[config.mk]
export PLATFORM = sky130hd
export DESIGN_NAME = fifo_page_replacement
export DESIGN_NICKNAME = d
export VERILOG_FILES = /design/src/rtl/fpr_pkg.sv /design/src/rtl/fpr_ctrl.sv /design/src/rtl/fpr_datapath.sv /design/src/rtl/fifo_page_replacement.sv
export VERILOG_INCLUDE_DIRS = /design/src /design/src/rtl
export SDC_FILE = /design/constraint.sdc
export NUM_CORES = 1
export LEC_CHECK = 0
export ABC_AREA = 1
export BUFFER_PORTS_ARGS = -buffer_cell sky130_fd_sc_hd__buf_2
export CAP_MARGIN = 20
export CORE_ASPECT_RATIO = 0.75
export CORE_MARGIN = 2
export CORE_UTILIZATION = 66
export CTS_BUF_LIST = sky130_fd_sc_hd__clkbuf_8 sky130_fd_sc_hd__clkbuf_16
export CTS_CLUSTER_DIAMETER = 30
export DETAILED_ROUTE_END_ITERATION = 12
export MAX_ROUTING_LAYER = met4
export PLACE_DENSITY = 0.86
export SLEW_MARGIN = 30
export SYNTH_ARGS = -nofsm -noshare
export SYNTH_HDL_FRONTEND = slang
export SYNTH_HIERARCHICAL = 1
export SYNTH_SLANG_ARGS = --single-unit
[constraint.sdc]
create_clock -name clock -period 12.75 [get_ports clock]
set_clock_uncertainty 0.05 [all_clocks]
set_input_delay 0.6375 -clock clock [delete_from_list [all_inputs] [get_ports clock]]
set_output_delay 0.6375 -clock clock [all_outputs]
set_load 0.05 [all_outputs]
[src/rtl/fifo_page_replacement_assert.svh]
// ----------------------------------------------------------------------------
// fifo page replacement assertion macros
// Shared property shorthands, all clocked on clock and idle during reset.
// ----------------------------------------------------------------------------
`ifndef FIFO_PAGE_REPLACEMENT_ASSERT_SVH
`define FIFO_PAGE_REPLACEMENT_ASSERT_SVH

// condition implies consequence in the same cycle
`define FPR_ASSERT_NOW(label, ante, cons, msg) \
   label: assert property (@(posedge clock) disable iff (reset) (ante) |-> (cons)) \
      else $error(msg);

// condition implies consequence in the next cycle
`define FPR_ASSERT_NEXT(label, ante, cons, msg) \
   label: assert property (@(posedge clock) disable iff (reset) (ante) |=> (cons)) \
      else $error(msg);

`endif

[src/rtl/fpr_pkg.sv]
// ----------------------------------------------------------------------------
// fpr_pkg
// Field widths, payload types and controller command/status types.
// ----------------------------------------------------------------------------
package fpr_pkg;

   localparam int PAGE_FIELD_BITS  = 16;
   localparam int SLOT_FIELD_BITS  = 3;
   localparam int COUNT_FIELD_BITS = 16;
   localparam int CFG_BITS         = 4;
   localparam logic [CFG_BITS-1:0] FRAMES_IN_USE_RESET = 4'd8;

   // one page reference
   typedef struct packed {
      logic [PAGE_FIELD_BITS-1:0] page;
      logic                       last;
   } fpr_req_type;

   // one result
   typedef struct packed {
      logic                        hit;
      logic [SLOT_FIELD_BITS-1:0]  slot;
      logic                        evicted_valid;
      logic [PAGE_FIELD_BITS-1:0]  evicted_page;
      logic [COUNT_FIELD_BITS-1:0] hit_total;
      logic [COUNT_FIELD_BITS-1:0] fault_total;
   } fpr_rsp_type;

   // controller to datapath
   typedef struct packed {
      logic capture;
      logic lookup;
      logic update;
   } fpr_cmd_type;

   // datapath to controller
   typedef struct packed {
      logic rsp_full;
   } fpr_status_type;

endpackage

[src/rtl/fpr_ctrl.sv]
// ----------------------------------------------------------------------------
// fpr_ctrl
// Sequencer: capture a request, compare it with the frame table, then update.
// ----------------------------------------------------------------------------
module fpr_ctrl (
   input  logic                    clock,
   input  logic                    reset,
   input  logic                    req_valid,
   output logic                    req_stall,
   input  fpr_pkg::fpr_status_type status,
   output fpr_pkg::fpr_cmd_type    cmd
);
   import fpr_pkg::*;

   localparam logic [1:0] ST_IDLE   = 2'd0;
   localparam logic [1:0] ST_LOOKUP = 2'd1;
   localparam logic [1:0] ST_UPDATE = 2'd2;

   logic [1:0] state_ff;
   logic [1:0] state_in;

   // next state and commands
   always_comb begin
      state_in    = state_ff;
      cmd         = '0;
      req_stall   = 1'b1;
      case (state_ff)
         ST_IDLE: begin
            req_stall = 1'b0;
            if (req_valid) begin
               cmd.capture = 1'b1;
               state_in    = ST_LOOKUP;
            end
         end
         ST_LOOKUP: begin
            cmd.lookup = 1'b1;
            state_in   = ST_UPDATE;
         end
         ST_UPDATE: begin
            // wait until the output register can take the result
            if (!status.rsp_full) begin
               cmd.update = 1'b1;
               state_in   = ST_IDLE;
            end
         end
         default: begin
            state_in = ST_IDLE;
         end
      endcase
   end

   // state register
   always_ff @(posedge clock) begin
      if (reset) begin
         state_ff <= ST_IDLE;
      end else begin
         state_ff <= state_in;
      end
   end

endmodule

[src/rtl/fpr_datapath.sv]
// ----------------------------------------------------------------------------
// fpr_datapath
// Frame table, load pointer, counters, frame count register and result register.
// ----------------------------------------------------------------------------
module fpr_datapath #(
   parameter int FRAMES     = 8,
   parameter int PAGE_BITS  = 16,
   parameter int COUNT_BITS = 16
) (
   input  logic                             clock,
   input  logic                             reset,
   input  fpr_pkg::fpr_cmd_type             cmd,
   output fpr_pkg::fpr_status_type          status,
   input  fpr_pkg::fpr_req_type             req_payload,
   output logic                             rsp_valid,
   input  logic                             rsp_stall,
   output fpr_pkg::fpr_rsp_type             rsp_payload,
   input  logic                             csr_write_enable,
   input  logic [fpr_pkg::CFG_BITS-1:0]     csr_write_data
);
   import fpr_pkg::*;

   localparam int PTR_W  = (FRAMES > 1) ? $clog2(FRAMES) : 1;
   localparam int NUM_W0 = $clog2(FRAMES + 1);
   localparam int NUM_W  = (NUM_W0 > CFG_BITS) ? NUM_W0 : CFG_BITS;
   localparam int PG_W   = (PAGE_BITS > PAGE_FIELD_BITS) ? PAGE_BITS : PAGE_FIELD_BITS;
   localparam int SL_W   = (PTR_W > SLOT_FIELD_BITS) ? PTR_W : SLOT_FIELD_BITS;
   localparam int CT_W   = (COUNT_BITS > COUNT_FIELD_BITS) ? COUNT_BITS : COUNT_FIELD_BITS;

   logic [PAGE_BITS-1:0]  frame_page_ff [FRAMES];
   logic [FRAMES-1:0]     frame_valid_ff;
   logic [PTR_W-1:0]      load_ptr_ff;
   logic [COUNT_BITS-1:0] hit_cnt_ff;
   logic [COUNT_BITS-1:0] fault_cnt_ff;
   logic [CFG_BITS-1:0]   frames_cfg_ff;
   logic [PAGE_BITS-1:0]  page_ff;
   logic                  last_ff;
   logic [FRAMES-1:0]     match_ff;
   logic [FRAMES-1:0]     match_in;
   fpr_rsp_type           rsp_ff;
   fpr_rsp_type           rsp_in;
   logic                  rsp_valid_ff;
   logic                  rsp_valid_in;

   logic [PG_W-1:0]       req_page_wide;
   logic [NUM_W-1:0]      cfg_wide;
   logic [NUM_W-1:0]      num_frames;
   logic                  hit;
   logic [PTR_W-1:0]      hit_idx;
   logic [PTR_W-1:0]      load_slot;
   logic [PTR_W:0]        ptr_inc;
   logic [PTR_W-1:0]      ptr_next;
   logic                  ev_valid;
   logic [PG_W-1:0]       ev_page_wide;
   logic [SL_W-1:0]       slot_wide;
   logic [COUNT_BITS-1:0] hit_cnt_in;
   logic [COUNT_BITS-1:0] fault_cnt_in;
   logic [CT_W-1:0]       hit_total_wide;
   logic [CT_W-1:0]       fault_total_wide;

   // effective frame count: zero means one, clamp at the table size
   always_comb begin
      cfg_wide = NUM_W'(frames_cfg_ff);
      if (cfg_wide == '0) begin
         num_frames = NUM_W'(1);
      end else if (cfg_wide > NUM_W'(FRAMES)) begin
         num_frames = NUM_W'(FRAMES);
      end else begin
         num_frames = cfg_wide;
      end
   end

   // page extended to the wider of the table and field widths
   assign req_page_wide = PG_W'(req_payload.page);

   // parallel compare against frames in use
   always_comb begin
      for (int i = 0; i < FRAMES; i++) begin
         match_in[i] = frame_valid_ff[i] && (frame_page_ff[i] == page_ff) &&
                       (NUM_W'(i) < num_frames);
      end
   end

   // lowest matching frame
   always_comb begin
      hit_idx = '0;
      for (int i = FRAMES - 1; i >= 0; i--) begin
         if (match_ff[i]) begin
            hit_idx = PTR_W'(i);
         end
      end
   end
   assign hit = |match_ff;

   // fault target and pointer advance
   assign load_slot = (NUM_W'(load_ptr_ff) < num_frames) ? load_ptr_ff : '0;
   assign ptr_inc   = {1'b0, load_slot} + (PTR_W + 1)'(1);
   assign ptr_next  = (NUM_W'(ptr_inc) >= num_frames) ? '0 : ptr_inc[PTR_W-1:0];
   assign ev_valid  = frame_valid_ff[load_slot];
   assign ev_page_wide = ev_valid ? PG_W'(frame_page_ff[load_slot]) : '0;

   // saturating counters
   always_comb begin
      hit_cnt_in   = hit_cnt_ff;
      fault_cnt_in = fault_cnt_ff;
      if (hit) begin
         if (hit_cnt_ff != '1) begin
            hit_cnt_in = hit_cnt_ff + COUNT_BITS'(1);
         end
      end else begin
         if (fault_cnt_ff != '1) begin
            fault_cnt_in = fault_cnt_ff + COUNT_BITS'(1);
         end
      end
   end

   // result assembly
   assign slot_wide        = hit ? SL_W'(hit_idx) : SL_W'(load_slot);
   assign hit_total_wide   = CT_W'(hit_cnt_in);
   assign fault_total_wide = CT_W'(fault_cnt_in);
   always_comb begin
      rsp_in.hit           = hit;
      rsp_in.slot          = slot_wide[SLOT_FIELD_BITS-1:0];
      rsp_in.evicted_valid = !hit && ev_valid;
      rsp_in.evicted_page  = hit ? '0 : ev_page_wide[PAGE_FIELD_BITS-1:0];
      rsp_in.hit_total     = hit_total_wide[COUNT_FIELD_BITS-1:0];
      rsp_in.fault_total   = fault_total_wide[COUNT_FIELD_BITS-1:0];
   end

   // output register handshake
   assign rsp_valid_in    = cmd.update || (rsp_valid_ff && rsp_stall);
   assign status.rsp_full = rsp_valid_ff && rsp_stall;
   assign rsp_valid       = rsp_valid_ff;
   assign rsp_payload     = rsp_ff;

   // control state
   always_ff @(posedge clock) begin
      if (reset) begin
         frame_valid_ff <= '0;
         load_ptr_ff    <= '0;
         hit_cnt_ff     <= '0;
         fault_cnt_ff   <= '0;
         frames_cfg_ff  <= FRAMES_IN_USE_RESET;
         rsp_valid_ff   <= 1'b0;
      end else begin
         rsp_valid_ff <= rsp_valid_in;
         if (csr_write_enable) begin
            frames_cfg_ff <= csr_write_data;
         end
         if (cmd.update) begin
            if (last_ff) begin
               // end of string clears the table and counters
               frame_valid_ff <= '0;
               load_ptr_ff    <= '0;
               hit_cnt_ff     <= '0;
               fault_cnt_ff   <= '0;
            end else begin
               hit_cnt_ff   <= hit_cnt_in;
               fault_cnt_ff <= fault_cnt_in;
               if (!hit) begin
                  frame_valid_ff[load_slot] <= 1'b1;
                  load_ptr_ff               <= ptr_next;
               end
            end
         end
      end
   end

   // payload registers
   always_ff @(posedge clock) begin
      if (cmd.capture) begin
         page_ff <= req_page_wide[PAGE_BITS-1:0];
         last_ff <= req_payload.last;
      end
      if (cmd.lookup) begin
         match_ff <= match_in;
      end
      if (cmd.update) begin
         rsp_ff <= rsp_in;
         if (!hit) begin
            frame_page_ff[load_slot] <= page_ff;
         end
      end
   end

endmodule

[src/rtl/fifo_page_replacement.sv]
// ----------------------------------------------------------------------------
// fifo_page_replacement
// FIFO page replacement engine. Each request carries one page reference; it is
// compared against every filled frame among the first frames_in_use frames.
// A match is a hit. On a fault the page is loaded into the oldest-loaded frame
// (a round-robin load pointer), reporting the page it displaced. Each result
// carries the hit flag, the frame touched, the evicted page and saturating hit
// and fault counts for the current string; a request with last set clears the
// table and counters after its result. A request passes through capture, a
// registered parallel compare over the frame table, and the table update that
// loads the output register. A new request waits until the prior one updates;
// the update waits while a result is held. The user must write frames_in_use
// through the csr port only while the block is idle; it is not enforced.
// ----------------------------------------------------------------------------
module fifo_page_replacement #(
   parameter int FRAMES     = 8,
   parameter int PAGE_BITS  = 16,
   parameter int COUNT_BITS = 16
) (
   input  logic                          clock,
   input  logic                          reset,
   input  logic                          req_valid,
   output logic                          req_stall,
   input  fpr_pkg::fpr_req_type          req_payload,
   output logic                          rsp_valid,
   input  logic                          rsp_stall,
   output fpr_pkg::fpr_rsp_type          rsp_payload,
   input  logic                          csr_write_enable,
   input  logic [fpr_pkg::CFG_BITS-1:0]  csr_write_data
);
   import fpr_pkg::*;

   `include "fifo_page_replacement_assert.svh"

   fpr_cmd_type    cmd;
   fpr_status_type status;

   // sequencer
   fpr_ctrl u_ctrl (
      .clock     (clock),
      .reset     (reset),
      .req_valid (req_valid),
      .req_stall (req_stall),
      .status    (status),
      .cmd       (cmd)
   );

   // frame table and counters
   fpr_datapath #(
      .FRAMES     (FRAMES),
      .PAGE_BITS  (PAGE_BITS),
      .COUNT_BITS (COUNT_BITS)
   ) u_datapath (
      .clock            (clock),
      .reset            (reset),
      .cmd              (cmd),
      .status           (status),
      .req_payload      (req_payload),
      .rsp_valid        (rsp_valid),
      .rsp_stall        (rsp_stall),
      .rsp_payload      (rsp_payload),
      .csr_write_enable (csr_write_enable),
      .csr_write_data   (csr_write_data)
   );

   // sequencing checks
   `FPR_ASSERT_NEXT(a_accept_then_lookup, req_valid && !req_stall, cmd.lookup, "no lookup after accept")
   `FPR_ASSERT_NEXT(a_update_then_valid, cmd.update, rsp_valid, "result missing after update")
   `FPR_ASSERT_NOW(a_update_no_overwrite, cmd.update, !(rsp_valid && rsp_stall), "held result overwritten")
   `FPR_ASSERT_NOW(a_one_command, 1'b1, $onehot0({cmd.capture, cmd.lookup, cmd.update}), "overlapping commands")

endmodule
# After elaboration in Yosys (flattened, before gate mapping)
# Memory sizes are Yosys's and may differ from the RTL's. A register that Yosys moved wholly into a read port is not among the register bits.
# Index checks and enable logic that the tools add are counted.
# word_totals
input_bits,26
mem_bits_rw,128
output_inout_bits,55
mem_count,1
word_cells,115
reg_bits,112
# memory_table
memory,depth,word_bits,rd,rd_ports_with_merged_regs,write_ports,line_no,text
u_datapath.frame_page_ff,8,16,9,1,1,fpr_datapath.sv:30,logic [PAGE_BITS-1:0] frame_page_ff [FRAMES];
# classes
addsub,3
bitwise,2
magnitude_cmp,13
reduce_logical,27
mux,39
eq_ne,15
# ops
op,n
equality test 16 bit,8
2-to-1 mux 16 bit,6
2-to-1 mux 3 bit,13
adder 16 x 1 -> 16 bit (second input constant),2
!= test 16 bit (second input constant),2
logical AND 1 bit,19
< comparator 3 x 4 -> 1 bit (first input constant),4
2-to-1 mux 8 bit,2
2-to-1 mux 1 bit,11
OR reduction 9 bit,1
< comparator 1 x 4 -> 1 bit (first input constant),2
< comparator 2 x 4 -> 1 bit (first input constant),2
2-to-1 mux 4 bit,2
bitwise OR 8 bit,1
OR reduction 8 bit,1
case mux 2 bit (3 select lines),1
adder 3 x 1 -> 4 bit (second input constant),1
greater-or-equal comparator 4 bit,1
> comparator 4 bit (second input constant),1
logical NOT 4 bit,1
< comparator 3 x 4 -> 1 bit,1
< comparator 3 x 4 -> 1 bit (second input constant),1
2-to-1 mux 2 bit,2
!= test 2 bit (second input constant),2
11 further kinds,12

# Logic depth before layout (Yosys ltp)
# Gate-level depths: netlist of the first run.
# depth
ltp_word,12
depth_mapped,17
ltp_nobuf,16

# By module
# The synthesis of the first run kept the hierarchy.
# modules_own_cells
mod,seq_area_each_um2,area_per_inst_um2,n_inst,cells_each
fpr_datapath,7146.9,12585.8,1,1323
fpr_ctrl,40.0,112.6,1,14

# Least setup slack after synthesis of the first run
# Ideal clock, no wire load.
# synth_path
kind,in2reg
start,in rsp_stall
end,mem u_datapath.frame_page_ff[2][0] (enable)
setup_time_ns,0.409
stages,5
t_required_ns,12.291
t_arrival_ns,6.841
slack_ns,5.450
path_buffers,0
path_cell_list,nand2_1 > inv_1 > nor3_1 > nand2_1 > nor3_1
# synth_lines
item,line_no,text
start: declaration,fifo_page_replacement.sv:26,"input logic rsp_stall,"
end: declaration,fpr_datapath.sv:30,

# Worst setup path in the final report of the first run
# layout_path
start,"reg u_datapath.frames_cfg_ff[1], in the netlist u_datapath/cfg_wide[1]"
end,reg u_datapath.load_ptr_ff[2]
# layout_between
elab_chain_cells,10
word_cells_on_any_way,11
classes_between,1 x add/sub; 3 x order compare; 6 x mux; 1 x reduce/logical
# layout_lines
item,line_no,text
start: declaration,fpr_datapath.sv:35,logic [CFG_BITS-1:0] frames_cfg_ff;
start signal: assignment,fpr_datapath.sv:148,frames_cfg_ff <= csr_write_data;
> comparator 4 bit,fpr_datapath.sv:66,end else if (cfg_wide > NUM_W'(FRAMES)) begin
2-to-1 mux 4 bit,fpr_datapath.sv:66,
2-to-1 mux 4 bit (*),fpr_datapath.sv:64,if (cfg_wide == '0) begin
< comparator 3 x 4 -> 1 bit,fpr_datapath.sv:96,assign load_slot = (NUM_W'(load_ptr_ff) < num_frames) ? load_ptr_ff : '0;
2-to-1 mux 3 bit,fpr_datapath.sv:96,
adder 3 x 1 -> 4 bit,fpr_datapath.sv:97,"assign ptr_inc = {1'b0, load_slot} + (PTR_W + 1)'(1);"
greater-or-equal comparator 4 bit,fpr_datapath.sv:98,assign ptr_next = (NUM_W'(ptr_inc) >= num_frames) ? '0 : ptr_inc[PTR_W-1:0];
2-to-1 mux 3 bit (*),fpr_datapath.sv:98,
2-to-1 mux 3 bit (*),fpr_datapath.sv:160,if (!hit) begin
2-to-1 mux 3 bit (*),fpr_datapath.sv:151,if (last_ff) begin
end signal: assignment,fpr_datapath.sv:162,load_ptr_ff <= ptr_next;
end: declaration,fpr_datapath.sv:32,logic [PTR_W-1:0] load_ptr_ff;
# Every way passes the cells marked *; elsewhere a longest branch is shown, timed or not. The select of a mux whose other input is x is not followed.
# A chain may end at the register's enable or synchronous reset.

==> run metrics, run 1 <==
status=finished, final reports clean; initial antenna violation count=2; WL final=41230 um; Fmax achieved=258.4 MHz; worst vdd ir=0.1686 mV; Nets=1452; Post CTS Setup Buffer Count=0; Post-synth ARST share=0; HPWL after DPL=26540 um; top post-synthesis cells by area=edfxtp_1, dfxtp_1, nand2_1, nand3_1, inv_1; Antenna Nets Post-Route=0; Top cell by count, worst path=ha_1; Hold Startpoint=req_payload[13]; std cell rows=43; GRT Util Overall=0.4206; CP arrival=4250 ps; Setup CP Type=flop to flop; final total power=0.002108 W; io pins=81; vias in the first global route=10360; Final TNS setup=0 ps; CTS Buf Count=37; grt ovf=0; clk root buf=clkbuf_16; final setup vio count=0; largest net degree at the start of global routing=69; die height=124.1 um; ratio of cells with drive above 1 in the final layout=0.1633; R2R cell count=16; Leak=5.989 nW; maximum root-to-sink buffer count=3; Synthesis Warnings=6; first-pass iteration count of the detailed router=6; number of hold violations in the final report=0; cell area power density=143.7 nW/um^2; Post-DP Area=13340 sq um; hold depth=1; CP Cell Sequence=nor3_1, o21ai_0, ha_1, nand2_2, nand2_4, nand2_8, nand3_4, inv_2, ha_1, ha_1, a21boi_0, o21a_1, o21a_1, nor3_1, nand2_1, a21oi_1; Avg WL per Cell=24.35 um; Fin Hold WS=247.4 ps; DRT iter0 DRCs=2014; first-pass GRT wire length=60860 um; EDFF count, synth=206; die width=164.2 um; Slew @ Worst Pin=1067 ps; top_reg_cell synth=edfxtp_1; Post-Syn Nets=1372; IO buf count=80; H-tree levels=2; post-synth top area cell=edfxtp_1; CP top delay family=simple AND/OR/NAND/NOR gates; Worst-Skew Late Latency=510 ps; maxcap violations=0; FF-to-FF End=u_datapath/load_ptr_ff[2]$_SDFFE_PP0P_; Clock transition at path regs=60 ps; crit start category=flop; worst-case hold path end point=u_datapath/page_ff[12]$_DFFE_PP_; setup slack, reg-to-reg=8880 ps; Slew Limit Fails=0; slowest CP cell=dfxtp_1; worst-path maximum fanout=54; largest stage delay on the critical path=500 ps; Post-Syn Instances=1337; core area=18670 sq um; fin area=14670 sq um; HP Class=input pin to flop; vias per cell=6.541; CTS tree=done; detailed-route via count=11070; die area=20380 sq um; Seq/Total Area, Yosys=0.5660; Critical Path End Type=flop; Mapped Area=12700 sq um; CTS resizes=0; final RePlAce weighted congestion=1.032; Rel. slew slack=0.2885; RSZ-0062 raised after global routing=no; Layout fillers=1150; Area growth, synth to finish=15.52%; Buf/Inv on CP=1; clock sinks=256; share of the synthesized area in the top cell type=0.4871; R2R Path Start=u_datapath/cfg_wide[1]$_SDFFE_PP0P_; post-layout min period=3870 ps; post-synth cell types=49; mean post-synth cell area=9.498 sq um; fin crit share=0.3035; drc violations=0; Initial Util=0.6802; FF+latch count, synth=256; Worst Path Required=13130 ps; # hold bufs at CTS=0
layout by cell type, fill, tap and decap left out, types with 11 or more instances in the layout:
| cell | count |
|---|---|
| nor2_1 | 64 |
| dfxtp_1 | 49 |
| xnor2_1 | 17 |
| edfxtp_1 | 206 |
| buf_4 | 23 |
| nor3_1 | 11 |
| nand2_1 | 233 |
| inv_1 | 181 |
| clkbuf_16 | 38 |
| nor2_2 | 17 |
| o22ai_1 | 41 |
| buf_2 | 80 |
| nor4_1 | 15 |
| inv_2 | 22 |
| nand4_1 | 61 |
| a221oi_1 | 17 |
| o21ai_0 | 31 |
| a21oi_1 | 54 |
| nand3_1 | 138 |
| xor2_1 | 44 |
per-layer routing:
| metal | wire, um | part of all wire | track usage | up-vias |
|---|---|---|---|---|
| li1 | - | - | - | 4781 |
| met1 | 16010 | 0.39 | 0.5963 | 5218 |
| met2 | 17710 | 0.43 | 0.6038 | 922 |
| met3 | 5704 | 0.14 | 0.08059 | 153 |
| met4 | 1799 | 0.044 | 0.1645 | 0 |
| met5 | 0 | 0 | - | - |
final cells by class:
cell class	count	area [sq um]	share of cell area
multi-input cells	816	4508	0.3073
flip-flops and latches	256	7188	0.4900
well taps	247	309.0	0.02107
clock buffers	40	978.4	0.06670
repair buffers	103	573.1	0.03907
clock inverters	27	346.6	0.02363
diodes	1	2.502	0.0001706
inverters	203	763.2	0.05203
synth_stat cells (2+ instances only):
library cell and count:
nand4_1 61, nor4_1 15, inv_2 22, clkinv_1 4
a31oi_1 3, o221ai_1 3, dfxtp_1 50, buf_4 7
o21ai_0 31, or2_0 2, clkbuf_1 33, nor3_1 18
o31ai_1 2, o21bai_1 4, nand2_4 2, edfxtp_1 206
nand3b_1 3, nand3_4 2, ha_1 9, o2111ai_1 4
o21a_1 2, buf_6 5, o21ai_1 4, a21oi_1 54
a2111oi_0 3, nand2_2 5, xnor2_1 17, nand3_1 138
nand3_2 3, xor2_1 44, o22ai_1 41, a221oi_1 17
nand2_1 233, inv_1 177, nor2_1 68, buf_1 2
buf_2 15, nor3_2 2, nor2_2 14, a21oi_2 2
or2_1 2
worst max path at each step:
stage,startpoint,to,cells past startpoint
detailed placement,u_datapath/cfg_wide[1]$_SDFFE_PP0P_,u_datapath/load_ptr_ff[0]$_SDFFE_PP0P_,16
floorplan,rsp_stall,u_datapath/frame_page_ff[2][0]$_DFFE_PP_,5
global placement,u_datapath/cfg_wide[3]$_SDFFE_PP1P_,u_datapath/frame_page_ff[0][0]$_DFFE_PP_,8
finish,u_datapath/cfg_wide[1]$_SDFFE_PP0P_,u_datapath/load_ptr_ff[2]$_SDFFE_PP0P_,16
global route,u_datapath/cfg_wide[1]$_SDFFE_PP0P_,u_datapath/load_ptr_ff[1]$_SDFFE_PP0P_,16
CTS,u_datapath/cfg_wide[1]$_SDFFE_PP0P_,u_datapath/load_ptr_ff[0]$_SDFFE_PP0P_,16
flip-flops by register name, indices dropped and copies added, names as in the netlist:
signal,cells
u_datapath/rsp_valid,1
u_datapath/load_ptr_ff,3
u_datapath/match_ff,8
u_datapath/fault_cnt_ff,16
u_datapath/frame_page_ff,128
u_datapath/page_ff,16
u_ctrl/state_ff,2
u_datapath/last_ff,1
u_datapath/frame_valid_ff,8
u_datapath/rsp_payload,53
u_datapath/hit_cnt_ff,16
u_datapath/cfg_wide,4
power breakdown:
part	internal, W	total [W]	switching [W]	leakage [nW]
clock	0.000689	0.00108	0.000393	0.666
sequential	0.000912	0.000921	0.00000978	2.31
combinational	0.0000236	0.000105	0.0000810	3.01
stage by stage:
step / setup WS [ps] / utilization / instances
2_1_floorplan: 5450 / - / 1337
3_3_place_gp: 8831 / 0.7128 / 1625
3_5_place_dp: 9015 / 0.7146 / 1625
4_1_cts: 8955 / 0.7856 / 1692
5_1_grt: 8674 / 0.7857 / 1693
6_report: 8880 / 0.7857 / 1693
worst reg2reg max path: cells and delay by family, from the launching register on:
kind / cells / cell delay [ps]
adder cells (fa/ha/maj): 3 / 890
AND/OR/NAND/NOR: 7 / 1130
AO/OA/AOI/OAI: 5 / 940
buffers and inverters: 1 / 290
flip-flops: 1 / 500
logic make-up (layout without fill, tap and decap cells):
logic type / after synthesis / in the layout / synth area share
AO/OA/AOI/OAI: 173 / 173 / 0.08375
XOR/XNOR: 61 / 61 / 0.04207
adder cells (fa/ha/maj): 9 / 9 / 0.008868
buffers and inverters: 265 / 373 / 0.08484
flip-flops: 256 / 256 / 0.5660
other: 0 / 1 / 0
AND/OR/NAND/NOR: 573 / 573 / 0.2145
Power figures use the tool's default switching activity.
==> run 2, diff against run 1 <==
--- a/config.mk
+++ b/config.mk
@@ -11,12 +11,12 @@
 export CAP_MARGIN = 20
 export CORE_ASPECT_RATIO = 0.75
 export CORE_MARGIN = 2
-export CORE_UTILIZATION = 66
+export CORE_UTILIZATION = 61
 export CTS_BUF_LIST = sky130_fd_sc_hd__clkbuf_8 sky130_fd_sc_hd__clkbuf_16
 export CTS_CLUSTER_DIAMETER = 30
 export DETAILED_ROUTE_END_ITERATION = 12
 export MAX_ROUTING_LAYER = met4
-export PLACE_DENSITY = 0.86
+export PLACE_DENSITY = 0.8
 export SLEW_MARGIN = 30
 export SYNTH_ARGS = -nofsm -noshare
 export SYNTH_HDL_FRONTEND = slang
==> constraint.sdc (replaced) <==
create_clock -name clock -period 3.9 [get_ports clock]
set_clock_uncertainty 0.05 [all_clocks]
set_input_delay 0.195 -clock clock [delete_from_list [all_inputs] [get_ports clock]]
set_output_delay 0.195 -clock clock [all_outputs]
set_load 0.05 [all_outputs]
==> run 2 against run 1 <==
Net effect: combinational power grew to 3.1 times the previous value; utilization is 4.2 points lower; highest routed layer unchanged; hold slack worse by 19 ps.
==> run metrics, run 2 (synthesized netlist as in run 1, its figures left out) <==
vias per cell=6.067 (was 6.541); # hold bufs at CTS=24 (was 0); Initial Util=0.6247 (was 0.6802); WL final=37030 um (was 41230 um); largest stage delay on the critical path=490 ps (was 500 ps); Worst Path Required=4290 ps (was 13130 ps); Avg WL per Cell=20.85 um (was 24.35 um); IO buf count=80 (unchanged); Post CTS Setup Buffer Count=0 (unchanged); H-tree levels=2 (unchanged); die height=129.0 um (was 124.1 um); detailed-route via count=10780 (was 11070); vias in the first global route=9894 (was 10360); CP arrival=3630 ps (was 4250 ps); CTS resizes=0 (unchanged); maxcap violations=0 (unchanged); hold depth=2 (was 1); Layout fillers=1471 (was 1150); Slew Limit Fails=0 (unchanged); CTS Buf Count=41 (was 37); CP Cell Sequence=nor3_1, o21ai_0, ha_1, nand2_2, nand2_4, nand2_8, nand3_2, inv_1, ha_1, ha_1, a21boi_0, o21a_1, o21a_1, nor3_1, nand2_1, a21oi_1 (was nor3_1, o21ai_0, ha_1, nand2_2, nand2_4, nand2_8, nand3_4, inv_2, ha_1, ha_1, a21boi_0, o21a_1, o21a_1, nor3_1, nand2_1, a21oi_1); commonest cells after routing, fill and taps aside=nand2_1, edfxtp_1, inv_1 (unchanged); die width=170.6 um (was 164.2 um); drc violations=0 (unchanged); Slew @ Worst Pin=947.2 ps (was 1067 ps); worst-path maximum fanout=8 (was 54); Fin Hold WS=228.5 ps (was 247.4 ps); final setup vio count=0 (unchanged); initial antenna violation count=3 (was 2); max reg flops=128 (unchanged); post-layout min period=3233 ps (was 3870 ps); first-pass iteration count of the detailed router=9 (was 6); largest reg by FF count=u_datapath/frame_page_ff (unchanged); grt ovf=0 (unchanged); Placed Cells=1674 (was 1625); commonest non-fill, non-tap cell in the layout=nand2_1 (unchanged); Worst-Skew Late Latency=540 ps (was 510 ps); Leak=6.141 nW (was 5.989 nW); RSZ-0062 raised after global routing=no (unchanged); Rel. slew slack=0.3685 (was 0.2885); maximum root-to-sink buffer count=3 (unchanged); Area growth, synth to finish=19.04% (was 15.52%); Critical Path End Type=flop (unchanged); clock sinks=256 (unchanged); Clock transition at path regs=50 ps (was 60 ps); Setup CP Type=flop to flop (unchanged); first-pass GRT wire length=56750 um (was 60860 um); crit start category=flop (unchanged); HP Class=input pin to flop (unchanged); clk root buf=clkbuf_16 (unchanged); largest net degree at the start of global routing=69 (unchanged); die area=22000 sq um (was 20380 sq um); std cell rows=45 (was 43); final RePlAce weighted congestion=1.023 (was 1.032); worst vdd ir=0.4424 mV (was 0.1686 mV); Fmax achieved=309.3 MHz (was 258.4 MHz); CTS tree=done (unchanged); R2R cell count=16 (unchanged); cell area power density=462.3 nW/um^2 (was 143.7 nW/um^2); fin crit share=0.8289 (was 0.3035); DRT iter0 DRCs=1885 (was 2014); GRT Util Overall=0.3539 (was 0.4206); slowest CP cell=dfxtp_1 (unchanged); core area=20330 sq um (was 18670 sq um); number of hold violations in the final report=0 (unchanged); ratio of cells with drive above 1 in the final layout=0.1723 (was 0.1633); Top cell by count, worst path=ha_1 (unchanged); io pins=81 (unchanged); status=finished, final reports clean (unchanged); Nets=1494 (was 1452); HPWL after DPL=24990 um (was 26540 um); Finished Layout Cells=1776 (was 1693); Antenna Nets Post-Route=0 (unchanged)
## run 2: layout make-up
cell class / instances / area (sq um) / share of cell area
Antenna cell: 2 / 5.005 / 0.0003311
Sequential cell: 256 / 7188 / 0.4755
Inverter: 203 / 762.0 / 0.05041
Timing Repair Buffer: 141 / 918.4 / 0.06076
Clock buffer: 44 / 1067 / 0.07061
Tap cell: 282 / 352.8 / 0.02334
Clock inverter: 32 / 341.6 / 0.02260
Multi-Input combinational cell: 816 / 4481 / 0.2964
## run 2: final timing paths
kind | slack, ps | start | endpoint
max reg2reg | 670 | u_datapath/cfg_wide[1]$_SDFFE_PP0P_ | u_datapath/load_ptr_ff[1]$_SDFFE_PP0P_
min | 230 | reset | u_ctrl/state_ff[1]$_SDFFE_PP0P_
min reg2reg | 440 | u_datapath/hit_cnt_ff[14]$_SDFFE_PP0P_ | u_datapath/hit_cnt_ff[14]$_SDFFE_PP0P_
max | 670 | u_datapath/cfg_wide[1]$_SDFFE_PP0P_ | u_datapath/load_ptr_ff[1]$_SDFFE_PP0P_
## run 2: critical path: cells and delay by family (launching register included)
family | cells | cell delay, ps
AND/OR/NAND/NOR | 7 | 830
buffers and inverters | 1 | 90
adder cells (fa/ha/maj) | 3 | 810
AO/OA/AOI/OAI | 5 | 880
flip-flops | 1 | 490
## run 2: layer usage
metal,up-vias,part of all wire,GRT usage,wire length [um]
met5,-,0,-,0
met4,0,0.028,0.1051,1047
met3,96,0.14,0.07967,5034
met2,777,0.42,0.4913,15500
met1,5018,0.42,0.5203,15450
li1,4884,-,-,-
## run 2: power breakdown
group          internal [W]  switching (W)
Sequential          0.00298      0.0000432
Clock               0.00229        0.00135
Combinational     0.0000949       0.000229
Total               0.00536        0.00162
## run 2: stage by stage
stage                     instance area [sq um]  power (W)  setup slack (ps)  utilization  setup TNS [ps]
after floorplan                           12710   0.003253            -294.0            -          -28220
after detailed placement                  13460   0.003373             706.4       0.6623               0
final                                     15120   0.006988             667.3       0.7437               0
after CTS                                 15110   0.006991             678.6       0.7434               0
after global routing                      15120   0.007155             435.2       0.7437               0
after global placement                    13460   0.003368             795.1       0.6623               0
==> run 3, diff against run 2 <==
==> constraint.sdc (replaced) <==
create_clock -name clock -period 3 [get_ports clock]
set_clock_uncertainty 0.05 [all_clocks]
set_input_delay 0.15 -clock clock [delete_from_list [all_inputs] [get_ports clock]]
set_output_delay 0.15 -clock clock [all_outputs]
set_load 0.05 [all_outputs]
==> run 3 against run 2 <==
Net effect: global-route usage rose by 0.12 points; via count rose by 1.1%; sequential power rose by 30%; worst setup slack got worse by 570 ps; hold slack improved by 45 ps; critical path type unchanged.
==> run metrics, run 3 (synthesized netlist as in run 1, its figures left out) <==
status=finished, final reports clean (unchanged); commonest cells after routing, fill and taps aside=nand2_1, edfxtp_1, inv_1 (unchanged); DRT iter0 DRCs=1892 (was 1885); vias in the first global route=10240 (was 9894); maxcap violations=0 (unchanged); clock sinks=256 (unchanged); die height=129.0 um (unchanged); worst vdd ir=0.5936 mV (was 0.4424 mV); first-pass iteration count of the detailed router=6 (was 9); sequential share of power=0.414 (was 0.433); std cell rows=45 (unchanged); R2R cell count=16 (unchanged); crit start category=flop (unchanged); ant diodes=0 (was 2); number of hold violations in the final report=0 (unchanged); IO buf count=80 (unchanged); CTS Buf Count=42 (was 41); final total power=0.009486 W (was 0.006988 W); multi-input logic area=4559 sq um (was 4481 sq um); NetSw=0.002132 W (was 0.001624 W); first-pass GRT wire length=57070 um (was 56750 um); Nets=1521 (was 1494); Avg WL per Cell=20.71 um (was 20.85 um); Fin Hold WS=273.0 ps (was 228.5 ps); Clock transition at path regs=60 ps (was 50 ps); detailed-route via count=10900 (was 10780); CTS tree=done (unchanged); CP arrival=3300 ps (was 3630 ps); Slew @ Worst Pin=950.3 ps (was 947.2 ps); Area growth, synth to finish=22.02% (was 19.04%); max reg flops=128 (unchanged); H-tree levels=2 (unchanged); GRT Util Overall=0.3551 (was 0.3539); die area=22000 sq um (unchanged); Rel. slew slack=0.3646 (was 0.3685); Comb pwr share=0.049 (was 0.046); hold depth=2 (unchanged); initial antenna violation count=0 (was 3); ratio of cells with drive above 1 in the final layout=0.1930 (was 0.1723); Initial Util=0.6247 (unchanged); Worst Path Required=3400 ps (was 4290 ps); P_int=0.007354 W (was 0.005364 W); largest stage delay on the critical path=310 ps (was 490 ps); Antenna Nets Post-Route=0 (unchanged); WL final=37280 um (was 37030 um); post-layout min period=2899 ps (was 3233 ps); clk root buf=clkbuf_16 (unchanged); HPWL after DPL=24570 um (was 24990 um); stages on the worst setup path=16 (unchanged); core area=20330 sq um (unchanged); Critical Path End Type=flop (unchanged); Slew Limit Fails=0 (unchanged); CP Cell Sequence=nor3_2, o21ai_2, ha_1, nand2_2, nand2_4, nand2_8, nand3_4, inv_4, ha_4, ha_4, a21boi_1, o21a_1, o21a_1, nor3_4, nand2_1, a21oi_1 (was nor3_1, o21ai_0, ha_1, nand2_2, nand2_4, nand2_8, nand3_2, inv_1, ha_1, ha_1, a21boi_0, o21a_1, o21a_1, nor3_1, nand2_1, a21oi_1); HP Class=input pin to flop (unchanged); commonest non-fill, non-tap cell in the layout=nand2_1 (unchanged); Buf/Inv on CP=1 (unchanged); Fmax achieved=345.0 MHz (was 309.3 MHz); io pins=81 (unchanged); Clock power frac=0.537 (was 0.521); cell area power density=612.2 nW/um^2 (was 462.3 nW/um^2); Layout fillers=1349 (was 1471); Worst-Skew Late Latency=540 ps (about the same); final setup vio count=0 (unchanged); largest net degree at the start of global routing=57 (was 69); slowest CP cell=dfxtp_1 (unchanged); fin crit share=0.9662 (was 0.8289); Setup CP Type=flop to flop (unchanged); drc violations=0 (unchanged); final core utilization=0.7623 (was 0.7437); worst-path maximum fanout=5 (was 8); CP top delay family=simple AND/OR/NAND/NOR gates (was compound AO/OA/AOI/OAI gates); Leak=6.300 nW (was 6.141 nW); Sw Ratio=0.2248 (was 0.2324); vias per cell=6.053 (was 6.067); die width=170.6 um (unchanged); FF+latch area=7193 sq um (was 7188 sq um); final RePlAce weighted congestion=1.005 (was 1.023); grt ovf=0 (unchanged); maximum root-to-sink buffer count=3 (unchanged); largest reg by FF count=u_datapath/frame_page_ff (unchanged)
## run 3: changes by cell type in the layout (fill, tap and decap cells not counted), moves of 3 or more
cell,before,now
bufinv_16,4,8
clkinv_8,3,0
buf_4,37,60
clkbuf_8,3,0
inv_1,180,177
## run 3: area by class of cell
type,instances,area share
inverters,203,0.04950
multi-input cells,816,0.2942
well taps,282,0.02277
clock buffers,43,0.06944
repair buffers,167,0.07308
flip-flops and latches,256,0.4642
clock inverters,33,0.02673
## run 3: stage by stage
stage                     setup WS [ps]  cell area [sq um]  TNS, ps  cells
after CTS                         40.29              15420        0   1797
after global routing             -2.391              15490   -2.391   1800
after floorplan                  -752.5              12800   -97860   1337
after detailed placement         -21.53              13660   -29.32   1695
after global placement            128.7              13660        0   1695
final                             101.5              15490        0   1800
## run 3: timing repair
action | 4_1_cts | 5_1_grt
pin swaps | 2 | 7
hold buffers | 25 | 0
setup endpoints to repair | 3 | 3
resized for setup | 3 | 12
buffers inserted | 1 | 3
hold endpoints to repair | 26 | 0
## run 3: path summary, 6_finish.rpt
kind                                                   from                                         to  slack, ps
hold reg to reg   u_datapath/frame_valid_ff[3]$_SDFFE_PP0P_  u_datapath/frame_valid_ff[3]$_SDFFE_PP0P_        440
hold / removal                              req_payload[16]           u_datapath/page_ff[15]$_DFFE_PP_        270
setup / recovery        u_datapath/cfg_wide[0]$_SDFFE_PP0P_     u_datapath/load_ptr_ff[1]$_SDFFE_PP0P_        100
setup reg to reg        u_datapath/cfg_wide[0]$_SDFFE_PP0P_     u_datapath/load_ptr_ff[1]$_SDFFE_PP0P_        100
## run 3: worst register-to-register path: stages, from the launching register on
cell	delay (ps)
dfxtp_1	310
nor3_2	180
o21ai_2	80
ha_1	310
nand2_2	80
nand2_4	60
nand2_8	100
nand3_4	90
inv_4	80
ha_4	210
ha_4	210
a21boi_1	120
o21a_1	170
o21a_1	220
nor3_4	250
nand2_1	120
a21oi_1	150
## run 3: power by group through the flow
stage	sequential, W	combinational [W]	clock [W]
3_5_place_dp	0.00399	0.000414	0
5_1_grt	0.00393	0.000491	0.00527
4_1_cts	0.00392	0.000445	0.00511
6_report	0.00393	0.000469	0.00509
3_3_place_gp	0.00399	0.000408	0
2_1_floorplan	0.00402	0.000210	0
## run 3: layer usage
layer	routed length, um	GRT usage	up-vias
met2	15270	0.4834	824
met4	1534	0.1373	0
li1	-	-	4918
met5	0	-	-
met3	5742	0.1193	143
met1	14730	0.4911	5011
